--- config.mk ---
export PLATFORM = sky130hd
export DESIGN_NAME = bnica_queue
export DESIGN_NICKNAME = d
export VERILOG_FILES = /design/src/hdl/bnica_pkg.sv /design/src/hdl/bnica_queue.sv
export VERILOG_INCLUDE_DIRS = /design/src /design/src/hdl
export SDC_FILE = /design/constraint.sdc
export NUM_CORES = 1
export LEC_CHECK = 0
export BUFFER_PORTS_ARGS = -buffer_cell sky130_fd_sc_hd__buf_2
export CAP_MARGIN = 20
export CELL_PAD_IN_SITES_DETAIL_PLACEMENT = 1
export CELL_PAD_IN_SITES_GLOBAL_PLACEMENT = 2
export CORE_MARGIN = 4
export CORE_UTILIZATION = 34
export DETAILED_ROUTE_END_ITERATION = 10
export PLACE_DENSITY_LB_ADDON = 0.05
export SLEW_MARGIN = 20
export SYNTH_ARGS = -nofsm -noshare
export SYNTH_HDL_FRONTEND = slang
export SYNTH_SLANG_ARGS = --single-unit
--- constraint.sdc ---
create_clock -name clk -period 5.69 [get_ports clk]
set_input_delay 1.138 -clock clk [delete_from_list [all_inputs] [get_ports clk]]
set_output_delay 1.138 -clock clk [all_outputs]
set_load 0.05 [all_outputs]
--- src/hdl/batch_norm_inference_channel_affine_top_defines.svh ---
// Assertion macros shared by the batch-norm block.
// No dependencies; included by the modules that assert.
`ifndef BATCH_NORM_INFERENCE_CHANNEL_AFFINE_TOP_DEFINES_SVH
`define BATCH_NORM_INFERENCE_CHANNEL_AFFINE_TOP_DEFINES_SVH
`ifndef SYNTH
`define BN_ASSERT(lbl, clk, rst, prop) \
  lbl: assert property (@(posedge clk) disable iff (rst) prop) else $error("assertion failed");
`define BN_ASSERT_NR(lbl, clk, prop) \
  lbl: assert property (@(posedge clk) prop) else $error("assertion failed");
`else
`define BN_ASSERT(lbl, clk, rst, prop)
`define BN_ASSERT_NR(lbl, clk, prop)
`endif
`endif

--- src/hdl/bnica_pkg.sv ---
// Types and constants for the batch-norm block.
// No dependencies.
package bnica_pkg;
  localparam int unsigned CfgIdxW = 1;
  localparam logic [CfgIdxW-1:0] REG_NUM_CHANNELS = 1'b0;
  localparam logic [CfgIdxW-1:0] REG_EPSILON = 1'b1;
  localparam logic OP_LOAD = 1'b0;
  localparam logic OP_SAMPLE = 1'b1;

  typedef struct packed {
    logic        operation;
    logic [5:0]  param_channel;
    logic signed [15:0] gamma_value;
    logic signed [15:0] beta_value;
    logic signed [15:0] mean_value;
    logic [15:0] variance_value;
    logic signed [15:0] sample_value;
  } in_word_t;

  typedef struct packed {
    logic signed [15:0] result_value;
    logic [5:0]  result_channel;
    logic        pixel_last;
    logic        saturated;
  } out_word_t;

  typedef struct packed {
    logic [CfgIdxW-1:0] index;
    logic [15:0] data;
  } cfg_word_t;
endpackage

--- src/hdl/bnica_queue.sv ---
// Two-entry FIFO between front and back parts.
// Depends on bnica_pkg.
module bnica_queue (
  input  logic clk,
  input  logic rst,
  input  logic push,
  input  bnica_pkg::in_word_t push_data,
  output logic full,
  input  logic pop,
  output logic empty,
  output bnica_pkg::in_word_t pop_data
);
  bnica_pkg::in_word_t slots [2];
  logic wptr, rptr;
  logic [1:0] count;

  assign full = count == 2'd2;
  assign empty = count == 2'd0;
  assign pop_data = slots[rptr];

  always_ff @(posedge clk) begin
    if (rst) begin
      wptr <= 1'b0;
      rptr <= 1'b0;
      count <= 2'd0;
    end else begin
      if (push) wptr <= ~wptr;
      if (pop) rptr <= ~rptr;
      count <= count + {1'b0, push} - {1'b0, pop};
    end
    if (push) slots[wptr] <= push_data;
  end

`include "batch_norm_inference_channel_affine_top_defines.svh"
  `BN_ASSERT(a_no_overflow, clk, rst, push |-> !full)
  `BN_ASSERT(a_no_underflow, clk, rst, pop |-> !empty)
  `BN_ASSERT(a_count_max, clk, rst, count != 2'd3)
endmodule

==> reports/results.ini <==
[sta]
fmax_mhz=268.8
slew_viol_final=0
fin_worst_skew_ns=0.008696
rsz0062_at_grt=false
layout_setup_ws_ns=1.969
setup_tns_ns=0
setup-violations-final=0
max-slew-margin-rel_pct=28.95
finalCritPeriodShare_pct=65.39
worstMarginPinSlew_ns=1.066
min_period_ns=3.721
hold_viol=0

[synth]
synth_ff_type=edfxtp_1
synth.yosys.warnings=0
yosys-top-cells-area=edfxtp_1, mux2_2, mux2_4
synth-simple-area-share_pct=0.6620
synth_top_area_share_pct=78.99
muxShareOfSynthArea_pct=16.51
synthesis.nets=385
synth_edf_count=174
synthArstFlopShare_pct=0
synth_top_family_by_area=multiplexers
synthXorXnorAreaFrac_pct=0.6053
synth_most_common_cell=edfxtp_1
synth_cell_type_count=13
synth_common_cells=edfxtp_1, mux2_2, mux2_4
synth-adder-area-share_pct=0.3783
ys_seq_area_share_pct=80.50
syn_area_per_cell_um2=22.65
synth-compound-area-share_pct=0
synth_cells=292
syn-cell-area_um2=6615
ys_seq_elements=179
yosysTopAreaCell=edfxtp_1

[route]
wl_per_cell_um=18.02
drc=0
wirelength_um=13620
vias=3260
via_per_inst=4.312
firstDrtPassIters=5
antenna_left=0
drt_iter0_drc=149

[cts]
cts_resized=0
cts_tree=done
cts_sinks=179
clkTransAtPathRegs_ns=0.06
clk_latency_ns=0.42
cts.path.max_buffers=2
h-tree-depth=4
post_cts_buffers=0
root_buffer=clkbuf_16
cts_hold_buf=0
cts_buffers=17

[placed_design]
gp_congestion=0.7287
preCtsSetupSlack_ns=2.308
place_area_um2=7804
port_buffers=179
dp_cells=724
dp_hpwl_um=9190

[die]
initial_core_util_pct=35.01
chipWidth_um=147.5
core-area_um2=18890
io_pins=180
die_h_um=147.5
die_area_um2=21750
fp-row-count=50

[power]
ir_drop_mv=0.2118
total_power_mw=3.226
power_density_nw_per_um2=385.8
power_leakage_nw=3.170

[layout]
fillers=1875
diodes=0
fin_nets=576
finalNonFillerCells=756
final_area_um2=8362
syn_to_final_growth_pct=26.40
drive_above_1_share_pct=61.09

[global_routing]
grt_pass1_vias=3661
overflow=0
grt_max_degree=66
antenna_found_initial=1
grtUsageTotal_pct=12.68
grt_pass1_wl_um=20680

[min_path]
hold_path_class=register to register

[critical_path]
path_max_fanout=65
cp.required_ns=4.55
crit_arrival_ns=2.58
worst_setup_path_end_kind=output pin
critPathLaunchType=register
crit_type=register to output pin

[run]
drv_cap=0

[run_status]
outcome=finished clean

[logic make-up (layout without fill, tap and decap cells)]
family	Yosys count	in the layout
XOR/XNOR	3	3
flip-flops	179	179
AND/OR/NAND/NOR	9	9
adder cells (fa/ha/maj)	2	2
multiplexers	87	87
buffers and inverters	12	216
[path summary, 6_finish.rpt]
path	cells past startpoint	slack [ns]	start	end
setup / recovery	3	1.97	register	pop_data[55]
hold / removal	2	0.52	rptr$_SDFFE_PP0P_	register
setup reg to reg	2	3.63	wptr$_SDFFE_PP0P_	slots[1][54]$_DFFE_PP_
hold reg to reg	2	0.52	rptr$_SDFFE_PP0P_	register
[cell type report]
class	instances	area, um^2	share of cell area [%]
Sequential cell	179	5329	63.73
Multi-Input combinational cell	101	1211	14.48
Timing Repair Buffer	182	930.9	11.13
Clock buffer	17	425.4	5.088
Tap cell	260	325.3	3.890
Clock inverter	15	132.6	1.586
Inverter	2	7.507	0.08978
[power by group]
| part | total, mW | switching, mW | internal (mW) |
|---|---|---|---|
| combinational | 0.543 | 0.376 | 0.168 |
| sequential | 1.58 | 0.0422 | 1.54 |
| clock | 1.10 | 0.496 | 0.605 |
[stage by stage]
step,hold WS [ns],util [%]
after CTS,0.5223,44.26
final,0.5166,44.26
after detailed placement,0.5045,41.30
after global placement,0.4953,41.30
after floorplan,0.4799,-
after global routing,0.5828,44.26
[sequential cells by signal (all words and copies together), names as in the netlist, named ones only]
register	flops
count	2
rptr	1
slots	174
wptr	1
[metal layers]
layer	GRT usage [%]	vias up	part of all wire (%)
met4	3.914	2	0.76
met3	4.476	8	5.7
li1	-	1533	-
met5	0	-	0.088
met1	15.48	1615	43
met2	21.27	102	50
[cells in the final DEF (no fill, tap or decap)]
cell type,instances
bufinv_16,1
mux2_2,57
mux2_4,30
inv_6,3
nor2b_4,1
buf_4,2
buf_2,179
buf_12,1
nor2_1,5
dfxtp_4,1
edfxtp_1,174
xnor3_1,1
clkinv_1,1
ha_1,2
dfxtp_1,4
clkbuf_16,17
and2_4,1
clkinv_2,3
clkinvlp_4,3
xnor2_1,2
clkinv_4,4
nor2b_1,2
inv_1,2
[critical path, cell delays in order, from the launching register on]
cell,delay (ns)
dfxtp_4,1.04
buf_4,0.48
mux2_2,0.38
buf_2,0.21
(Power assumes the default switching activity.)
