**src/hdl/batch_norm_inference_channel_affine_top_defines.svh**
```systemverilog
// Assertion macros shared by the batch-norm block.
// No dependencies; included by the modules that assert.
`ifndef BATCH_NORM_INFERENCE_CHANNEL_AFFINE_TOP_DEFINES_SVH
`define BATCH_NORM_INFERENCE_CHANNEL_AFFINE_TOP_DEFINES_SVH
`ifndef SYNTH
`define BN_ASSERT(lbl, clk, rst, prop) \
  lbl: assert property (@(posedge clk) disable iff (rst) prop) else $error("assertion failed");
`define BN_ASSERT_NR(lbl, clk, prop) \
  lbl: assert property (@(posedge clk) prop) else $error("assertion failed");
`else
`define BN_ASSERT(lbl, clk, rst, prop)
`define BN_ASSERT_NR(lbl, clk, prop)
`endif
`endif

```
**src/hdl/bnica_pkg.sv**
```systemverilog
// Types and constants for the batch-norm block.
// No dependencies.
package bnica_pkg;
  localparam int unsigned CfgIdxW = 1;
  localparam logic [CfgIdxW-1:0] REG_NUM_CHANNELS = 1'b0;
  localparam logic [CfgIdxW-1:0] REG_EPSILON = 1'b1;
  localparam logic OP_LOAD = 1'b0;
  localparam logic OP_SAMPLE = 1'b1;

  typedef struct packed {
    logic        operation;
    logic [5:0]  param_channel;
    logic signed [15:0] gamma_value;
    logic signed [15:0] beta_value;
    logic signed [15:0] mean_value;
    logic [15:0] variance_value;
    logic signed [15:0] sample_value;
  } in_word_t;

  typedef struct packed {
    logic signed [15:0] result_value;
    logic [5:0]  result_channel;
    logic        pixel_last;
    logic        saturated;
  } out_word_t;

  typedef struct packed {
    logic [CfgIdxW-1:0] index;
    logic [15:0] data;
  } cfg_word_t;
endpackage

```
**src/hdl/bnica_if.sv**
```systemverilog
// Valid/ready channel interfaces for the batch-norm block.
// Depends on bnica_pkg.
interface bnica_in_if (input logic clk);
  logic valid;
  logic ready;
  bnica_pkg::in_word_t data;
  modport source (output valid, output data, input ready);
  modport sink (input valid, input data, output ready);
endinterface


```
**src/hdl/bnica_front.sv**
```systemverilog
// Front part: takes input words, pushes sample words to the queue and
// folds load words into scale/offset (iterative sqrt and divide).
// Depends on bnica_pkg.
module bnica_front #(
  parameter int unsigned ChW = 6,
  parameter int unsigned MaxCh = 64
) (
  input  logic clk,
  input  logic rst,
  bnica_in_if.sink in_ch,
  input  logic [15:0] epsilon_q,
  output logic q_push,
  output bnica_pkg::in_word_t q_data,
  input  logic q_full,
  input  logic q_empty,
  input  logic pipe_busy,
  output logic tab_we,
  output logic [ChW-1:0] tab_addr,
  output logic [63:0] tab_wdata
);
  typedef enum logic [4:0] {
    S_IDLE = 5'b00001,
    S_SQRT = 5'b00010,
    S_DIV  = 5'b00100,
    S_MUL  = 5'b01000,
    S_WR   = 5'b10000
  } fstate_t;

  fstate_t state;
  logic [ChW-1:0] ch;
  logic ch_ok;
  logic signed [15:0] g, b, m;
  logic [33:0] rem;   // sqrt remainder
  logic [16:0] root;
  logic [33:0] rad;   // radicand shifted out two bits a step
  logic [4:0]  step;
  logic [35:0] dnum;  // dividend (magnitude<<20 + r/2)
  logic [35:0] quo;
  logic [36:0] drem;
  logic [5:0]  dstep;
  logic signed [31:0] sc;
  logic signed [48:0] prod;

  logic take;
  logic [16:0] d;
  logic [33:0] trial;
  logic [36:0] dtrial;
  logic [15:0] gmag;
  logic signed [36:0] qs;
  logic signed [31:0] sc_sat;
  logic signed [40:0] off;
  logic signed [48:0] prnd;

  // a load waits until no queued or in-read sample can see the table change
  assign in_ch.ready = (state == S_IDLE) &&
                       (in_ch.data.operation == bnica_pkg::OP_LOAD ?
                        (q_empty && !pipe_busy) : !q_full);
  assign take = in_ch.valid && in_ch.ready;
  assign q_push = take && in_ch.data.operation == bnica_pkg::OP_SAMPLE;
  assign q_data = in_ch.data;
  assign d = {1'b0, in_ch.data.variance_value} + {1'b0, epsilon_q};
  assign trial = {rem[31:0], rad[33:32]} - {15'd0, root, 2'b01};
  assign dtrial = {drem[35:0], dnum[35]} - {20'd0, root};
  assign gmag = g[15] ? 16'(-g) : 16'(g);
  assign qs = g[15] ? -$signed({1'b0, quo}) : $signed({1'b0, quo});
  assign sc_sat = (qs > 37'sd2147483647) ? 32'sh7fffffff :
                  (qs < -37'sd2147483648) ? 32'sh80000000 : 32'(qs);
  assign prnd = (prod + 49'sd128) >>> 8;
  assign off = 41'(b) * 41'sd256 - 41'(prnd);

  always_ff @(posedge clk) begin
    if (rst) begin
      state <= S_IDLE;
    end else begin
      case (state)
        S_IDLE: if (take && in_ch.data.operation == bnica_pkg::OP_LOAD) state <= S_SQRT;
        S_SQRT: if (step == 5'd17) state <= S_DIV;
        S_DIV:  if (dstep == 6'd35) state <= S_MUL;
        S_MUL:  state <= S_WR;
        S_WR:   state <= S_IDLE;
        default: state <= S_IDLE;
      endcase
    end
    case (state)
      S_IDLE: begin
        ch <= ChW'(in_ch.data.param_channel);
        ch_ok <= 32'(in_ch.data.param_channel) < MaxCh;
        g <= in_ch.data.gamma_value;
        b <= in_ch.data.beta_value;
        m <= in_ch.data.mean_value;
        rad <= {1'b0, d, 16'd0};
        rem <= '0;
        root <= '0;
        step <= '0;
      end
      S_SQRT: begin
        if (step != 5'd17) begin
          rad <= {rad[31:0], 2'b00};
          if (!trial[33]) begin
            rem <= trial;
            root <= {root[15:0], 1'b1};
          end else begin
            rem <= {rem[31:0], rad[33:32]};
            root <= {root[15:0], 1'b0};
          end
        end
        step <= step + 5'd1;
        dnum <= {gmag, 20'd0} + 36'(root >> 1);
        drem <= '0;
        quo <= '0;
        dstep <= '0;
      end
      S_DIV: begin
        dnum <= {dnum[34:0], 1'b0};
        if (!dtrial[36]) begin
          drem <= dtrial;
          quo <= {quo[34:0], 1'b1};
        end else begin
          drem <= {drem[35:0], dnum[35]};
          quo <= {quo[34:0], 1'b0};
        end
        dstep <= dstep + 6'd1;
      end
      S_MUL: begin
        if (root == 17'd0) begin
          sc <= g[15] ? 32'sh80000000 : (g == 16'sd0 ? 32'sd0 : 32'sh7fffffff);
          prod <= 49'(m) * 49'(g[15] ? 32'sh80000000 :
                  (g == 16'sd0 ? 32'sd0 : 32'sh7fffffff));
        end else begin
          sc <= sc_sat;
          prod <= 49'(m) * 49'(sc_sat);
        end
      end
      default: ;
    endcase
  end

  assign tab_we = state == S_WR && ch_ok;
  assign tab_addr = ch;
  assign tab_wdata = {sc, (off > 41'sd2147483647) ? 32'sh7fffffff :
                      (off < -41'sd2147483648) ? 32'sh80000000 : 32'(off)};

`include "batch_norm_inference_channel_affine_top_defines.svh"
  `BN_ASSERT(a_load_waits_queue, clk, rst, (take && !q_push) |-> (q_empty && !pipe_busy))
  `BN_ASSERT(a_busy_no_take, clk, rst, (state != S_IDLE) |-> !take)
  `BN_ASSERT(a_write_after_mul, clk, rst, tab_we |-> $past(state == S_MUL))
endmodule

```
**src/flat_wrapper.sv**
```systemverilog
// flat-port wrapper written by rule: the top's interface ports become plain ports
module bnica_front_flat 
#(
  parameter int unsigned ChW = 6,
  parameter int unsigned MaxCh = 64
)
  (clk, rst, epsilon_q, q_push, q_data, q_full, q_empty, pipe_busy, tab_we, tab_addr, tab_wdata, in_ch_valid, in_ch_data, in_ch_ready);
  bnica_in_if in_ch_i (.clk(clk));
  input  logic clk;
  input  logic rst;
  input  logic [15:0] epsilon_q;
  output logic q_push;
  output bnica_pkg::in_word_t q_data;
  input  logic q_full;
  input  logic q_empty;
  input  logic pipe_busy;
  output logic tab_we;
  output logic [ChW-1:0] tab_addr;
  output logic [63:0] tab_wdata;
  input wire logic [$bits(in_ch_i.valid)-1:0] in_ch_valid;
  input wire logic [$bits(in_ch_i.data)-1:0] in_ch_data;
  output wire logic [$bits(in_ch_i.ready)-1:0] in_ch_ready;
  assign in_ch_i.valid = in_ch_valid;
  assign in_ch_i.data = in_ch_data;
  assign in_ch_ready = in_ch_i.ready;
  bnica_front #(.ChW(ChW), .MaxCh(MaxCh)) u_core (.clk(clk), .rst(rst), .in_ch(in_ch_i), .epsilon_q(epsilon_q), .q_push(q_push), .q_data(q_data), .q_full(q_full), .q_empty(q_empty), .pipe_busy(pipe_busy), .tab_we(tab_we), .tab_addr(tab_addr), .tab_wdata(tab_wdata));
endmodule
```
**config.mk**
```make
export PLATFORM = sky130hd
export DESIGN_NAME = bnica_front_flat
export DESIGN_NICKNAME = d
export VERILOG_FILES = /design/src/hdl/bnica_pkg.sv /design/src/hdl/bnica_if.sv /design/src/hdl/bnica_front.sv /design/src/flat_wrapper.sv
export VERILOG_INCLUDE_DIRS = /design/src /design/src/hdl
export SDC_FILE = /design/constraint.sdc
export NUM_CORES = 2
export LEC_CHECK = 0
export CORE_MARGIN = 10
export CORE_UTILIZATION = 50
export CTS_CLUSTER_SIZE = 25
export DETAILED_ROUTE_END_ITERATION = 8
export DONT_BUFFER_PORTS = 1
export PLACE_DENSITY_LB_ADDON = 0.3
export SLEW_MARGIN = 20
export SYNTH_ARGS = -nofsm -noshare
export SYNTH_HDL_FRONTEND = slang
export SYNTH_SLANG_ARGS = --single-unit
```
**constraint.sdc**
```tcl
create_clock -name clk -period 11.81 [get_ports clk]
set_input_delay 1.7715 -clock clk [delete_from_list [all_inputs] [get_ports clk]]
set_output_delay 1.7715 -clock clk [all_outputs]
set_load 0.02 [all_outputs]
```
==> impl_results.rst <==
.. list-table::
   :header-rows: 1

   * - Metric
     - Value
   * - Outcome
     - completed
   * - Netlist area before placement
     - between 40000 and 50000 sq um
   * - DR DRC count
     - 0
   * - Largest buffer count on any clock path
     - 3
   * - Count of maximum capacitance violations
     - 0
   * - WP data required
     - roughly 12 ns
   * - Max FO, Critical Path
     - 22
   * - Iteration count of the initial detailed-routing pass
     - 5
   * - Setup fix buffers added after clock tree synthesis
     - 0
   * - Overall via count from detail_route
     - about 33000
   * - Clock latency on the worst-skew pair
     - around 0.63 ns
   * - Worst Setup End Kind
     - flip-flop
   * - Post-cts repair resize count
     - 0
   * - Width of the die
     - roughly 320 microns
   * - Half-perimeter wire length after detailed placement
     - between 80 and 90 mm
   * - Critical Path Most Common Cell
     - sky130_fd_sc_hd__inv_1
   * - Highest achievable clock rate
     - 0.0908 GHz
   * - Sequential fraction of the synthesis area
     - 0.208
   * - Fraction of synthesis flops using an asynchronous set or reset pin
     - 0
   * - Share of the clock period used by the worst path after layout
     - 0.933
   * - RSZ-0062 raised after global routing
     - no
   * - Count of input and output buffers
     - 0
   * - Primary FF master, synth
     - sky130_fd_sc_hd__edfxtp_1
   * - CTS Buf Count
     - 44
   * - GRT Resource Usage Total
     - 0.224
   * - Core Footprint
     - ~90000 sq um
   * - Count of hold-fix buffers inserted at cts
     - 0
   * - Worst Hold Class
     - flip-flop to flip-flop
   * - RR Startpoint
     - u_core.quo[5]
   * - Global route overflow
     - 0
   * - H-tree levels
     - 2
   * - Actual slew at the worst max-slew pin
     - approximately 1.1 ns
   * - Worst Hold Endpoint
     - u_core.dnum[2]
   * - CP Class
     - flip-flop to flip-flop
   * - Worst setup SP type
     - flip-flop
   * - Vias per cell
     - 5.61
   * - Fraction of layout instances using a drive strength above 1
     - 0.0452
   * - Syn-to-layout area delta
     - 5.02%
   * - Global-route wire length before repair
     - between 150 and 200 mm
   * - FF+latch area
     - 9530 sq um
   * - I/O pins
     - ~270
   * - Slowest stage delay, CP
     - 0.85 ns
   * - Largest net degree at the start of global routing
     - slightly below 90
   * - Seq cells post-synth
     - 319
   * - Clock root buffer
     - sky130_fd_sc_hd__clkbuf_16
   * - Antenna violations before repair
     - 6
   * - Cells on Worst Hold Path
     - 2
   * - Number of cells on the worst reg-to-reg path
     - 33
   * - Final instance area
     - around 48000 sq um
   * - GPL Wtd Cong
     - 0.896
   * - Initial Util
     - 0.506
   * - Final hold slack
     - 0.520 ns
   * - Area after detailed placement
     - about 46000 sq um
   * - Site Rows
     - 110
   * - Source of the worst hold timing path
     - u_core.dnum[1]
   * - Chip height
     - roughly 320 microns
   * - Wire length per cell after detailed routing
     - about 19 microns
   * - Post-synthesis instance total
     - 4908
   * - Final wirelength
     - between 100 and 150 mm
   * - Slew HR
     - 0.295
   * - Area taken by multi-input logic gates
     - ~32000 sq um
   * - Final Hold Violating Endpoints
     - 0
   * - Total Neg Setup Slack
     - 0 ns
   * - Vias in the first global route
     - around 34000
   * - Number of routed nets with antenna violations
     - 0
   * - Layout net count
     - approximately 5800
   * - Worst Skew
     - 0.0267 ns
   * - Layout Utilization
     - 0.531
   * - Mean area per synthesized cell
     - about 9.3 sq um
   * - Warnings from Yosys
     - 0
   * - Crit-path slowest cell
     - sky130_fd_sc_hd__o21ai_2
   * - Min Clock Period, post-route
     - 11.01 ns
   * - Count of final max-slew check failures
     - 0
   * - Register clock-pin slew on the reported worst setup and hold paths
     - ~0.06 ns
   * - Fill count
     - about 8000
   * - Data arrival, critical path
     - approximately 11 ns
   * - Synthesized netlist net count
     - between 5000 and 6000
   * - Total die area
     - approximately 100000 sq um
   * - Clock tree from TritonCTS
     - built
   * - Iteration-0 DRC Markers
     - about 2300
   * - Worst R2R End
     - u_core.prod[30]
   * - Reg-to-reg setup timing slack
     - between 0.7 and 0.8 ns
   * - Number of sinks handled by clock tree synthesis
     - 319
   * - Number of distinct library cells after synthesis
     - between 80 and 90
   * - Post-synth EDFFs
     - between 300 and 400
   * - Final-report setup violation count
     - 0
[worst max-delay path, delay by kind of cell, from the launching register on]
family / cells / cell delay, ns
flops: 1 / 0.46
compound gates: 10 / 2.83
buf+inv: 6 / 0.37
simple gates: 9 / 3.81
xor+xnor: 1 / 0.32
fa+ha+maj: 7 / 2.88
[sequential cells by signal, summed over array words and instances (netlist names)]
signal           flops
u_core.root         17
u_core.b            16
u_core.drem         36
u_core.tab_addr      6
u_core.rem          32
u_core.prod         42
u_core.rad          18
u_core.g            16
u_core.m            16
u_core.sc           32
u_core.quo          36
u_core.dnum         36
u_core.dstep         6
u_core.step          5
u_core.state         5
[through the flow]
stage / setup slack [ns] / instances
2_1_floorplan: 1.93 / 4908
3_3_place_gp: 1.04 / 5876
3_5_place_dp: 0.890 / 5876
4_1_cts: 0.840 / 5958
5_1_grt: 0.328 / 5958
6_report: 0.797 / 5959
[per-layer routing]
metal,GRT usage,up-vias,part of all wire
met3,0.0446,224,0.074
li1,-,15514,-
met1,0.293,16675,0.42
met4,0.0761,4,0.035
met2,0.368,1021,0.47
met5,0,-,0.00020
[layout by cell type, fill, tap and decap left out, types with 10 or more instances in the layout]
master,n
sky130_fd_sc_hd__nand3b_1,11
sky130_fd_sc_hd__a21o_1,80
sky130_fd_sc_hd__o21ai_1,26
sky130_fd_sc_hd__a211oi_1,13
sky130_fd_sc_hd__bufinv_16,10
sky130_fd_sc_hd__or2_2,17
sky130_fd_sc_hd__nor2b_1,28
sky130_fd_sc_hd__mux2i_1,48
sky130_fd_sc_hd__or3_1,53
sky130_fd_sc_hd__nor2_1,300
sky130_fd_sc_hd__o31ai_1,38
sky130_fd_sc_hd__ha_1,279
sky130_fd_sc_hd__xnor2_1,116
sky130_fd_sc_hd__nand2_1,483
sky130_fd_sc_hd__fa_1,676
sky130_fd_sc_hd__nand2b_1,30
sky130_fd_sc_hd__nor3_1,39
sky130_fd_sc_hd__o21ai_0,174
sky130_fd_sc_hd__inv_1,852
sky130_fd_sc_hd__o21bai_1,18
sky130_fd_sc_hd__a21boi_0,15
sky130_fd_sc_hd__and3_1,29
sky130_fd_sc_hd__o2111ai_1,18
sky130_fd_sc_hd__edfxtp_1,314
sky130_fd_sc_hd__xor2_1,119
sky130_fd_sc_hd__and2_1,276
sky130_fd_sc_hd__nand4_1,73
sky130_fd_sc_hd__clkbuf_16,44
sky130_fd_sc_hd__o21a_1,29
sky130_fd_sc_hd__o211ai_1,10
sky130_fd_sc_hd__nor4_1,22
sky130_fd_sc_hd__a31oi_1,17
sky130_fd_sc_hd__buf_4,75
sky130_fd_sc_hd__or4_1,18
sky130_fd_sc_hd__nand3_1,71
sky130_fd_sc_hd__a21oi_1,180
[cells by family after synthesis]
group / synth area share
buf+inv: 0.102
mux: 0.0107
compound gates: 0.0989
xor+xnor: 0.0454
simple gates: 0.162
flops: 0.208
fa+ha+maj: 0.372
[final cells by class]
cell class                      instances  area share
Timing Repair Buffer                   75      0.0117
Inverter                              853      0.0667
Clock inverter                         35      0.0110
Multi-Input combinational cell       3453       0.658
Antenna cell                            1   0.0000521
Clock buffer                           47      0.0232
Tap cell                             1176      0.0306
Sequential cell                       319       0.198
[how the worst max path moves through the flow]
stage / startpoint / end / slack, ns / cells past startpoint
finish: u_core.quo[5] / u_core.prod[30] / 0.80 / 33
global route: u_core.quo[5] / u_core.prod[30] / 0.33 / 33
CTS: u_core.quo[5] / u_core.prod[30] / 0.84 / 33
detailed placement: u_core.quo[5] / u_core.prod[30] / 0.89 / 33
global placement: u_core.quo[5] / u_core.prod[30] / 1.04 / 33
floorplan: u_core.quo[19] / u_core.prod[44] / 1.93 / 35
[synthesized netlist by cell type, types with 40 or more instances]
cell | n | area, sq um
sky130_fd_sc_hd__inv_1 | 853 | 3200
sky130_fd_sc_hd__a21oi_1 | 180 | 901
sky130_fd_sc_hd__nand2_1 | 485 | 1820
sky130_fd_sc_hd__xor2_1 | 120 | 1050
sky130_fd_sc_hd__or3_1 | 54 | 338
sky130_fd_sc_hd__a21o_1 | 80 | 601
sky130_fd_sc_hd__clkbuf_1 | 151 | 567
sky130_fd_sc_hd__fa_1 | 676 | 13500
sky130_fd_sc_hd__edfxtp_1 | 314 | 9430
sky130_fd_sc_hd__mux2i_1 | 48 | 480
sky130_fd_sc_hd__nand3_1 | 72 | 360
sky130_fd_sc_hd__nor2_1 | 302 | 1130
sky130_fd_sc_hd__xnor2_1 | 117 | 1020
sky130_fd_sc_hd__and2_1 | 276 | 1730
sky130_fd_sc_hd__ha_1 | 279 | 3490
sky130_fd_sc_hd__nand4_1 | 73 | 457
sky130_fd_sc_hd__buf_4 | 95 | 713
sky130_fd_sc_hd__nor3_1 | 40 | 200
sky130_fd_sc_hd__o21ai_0 | 176 | 881
Power is not shown: default switching activity piles up to over one toggle a cycle in this logic, so the estimate is an artifact.
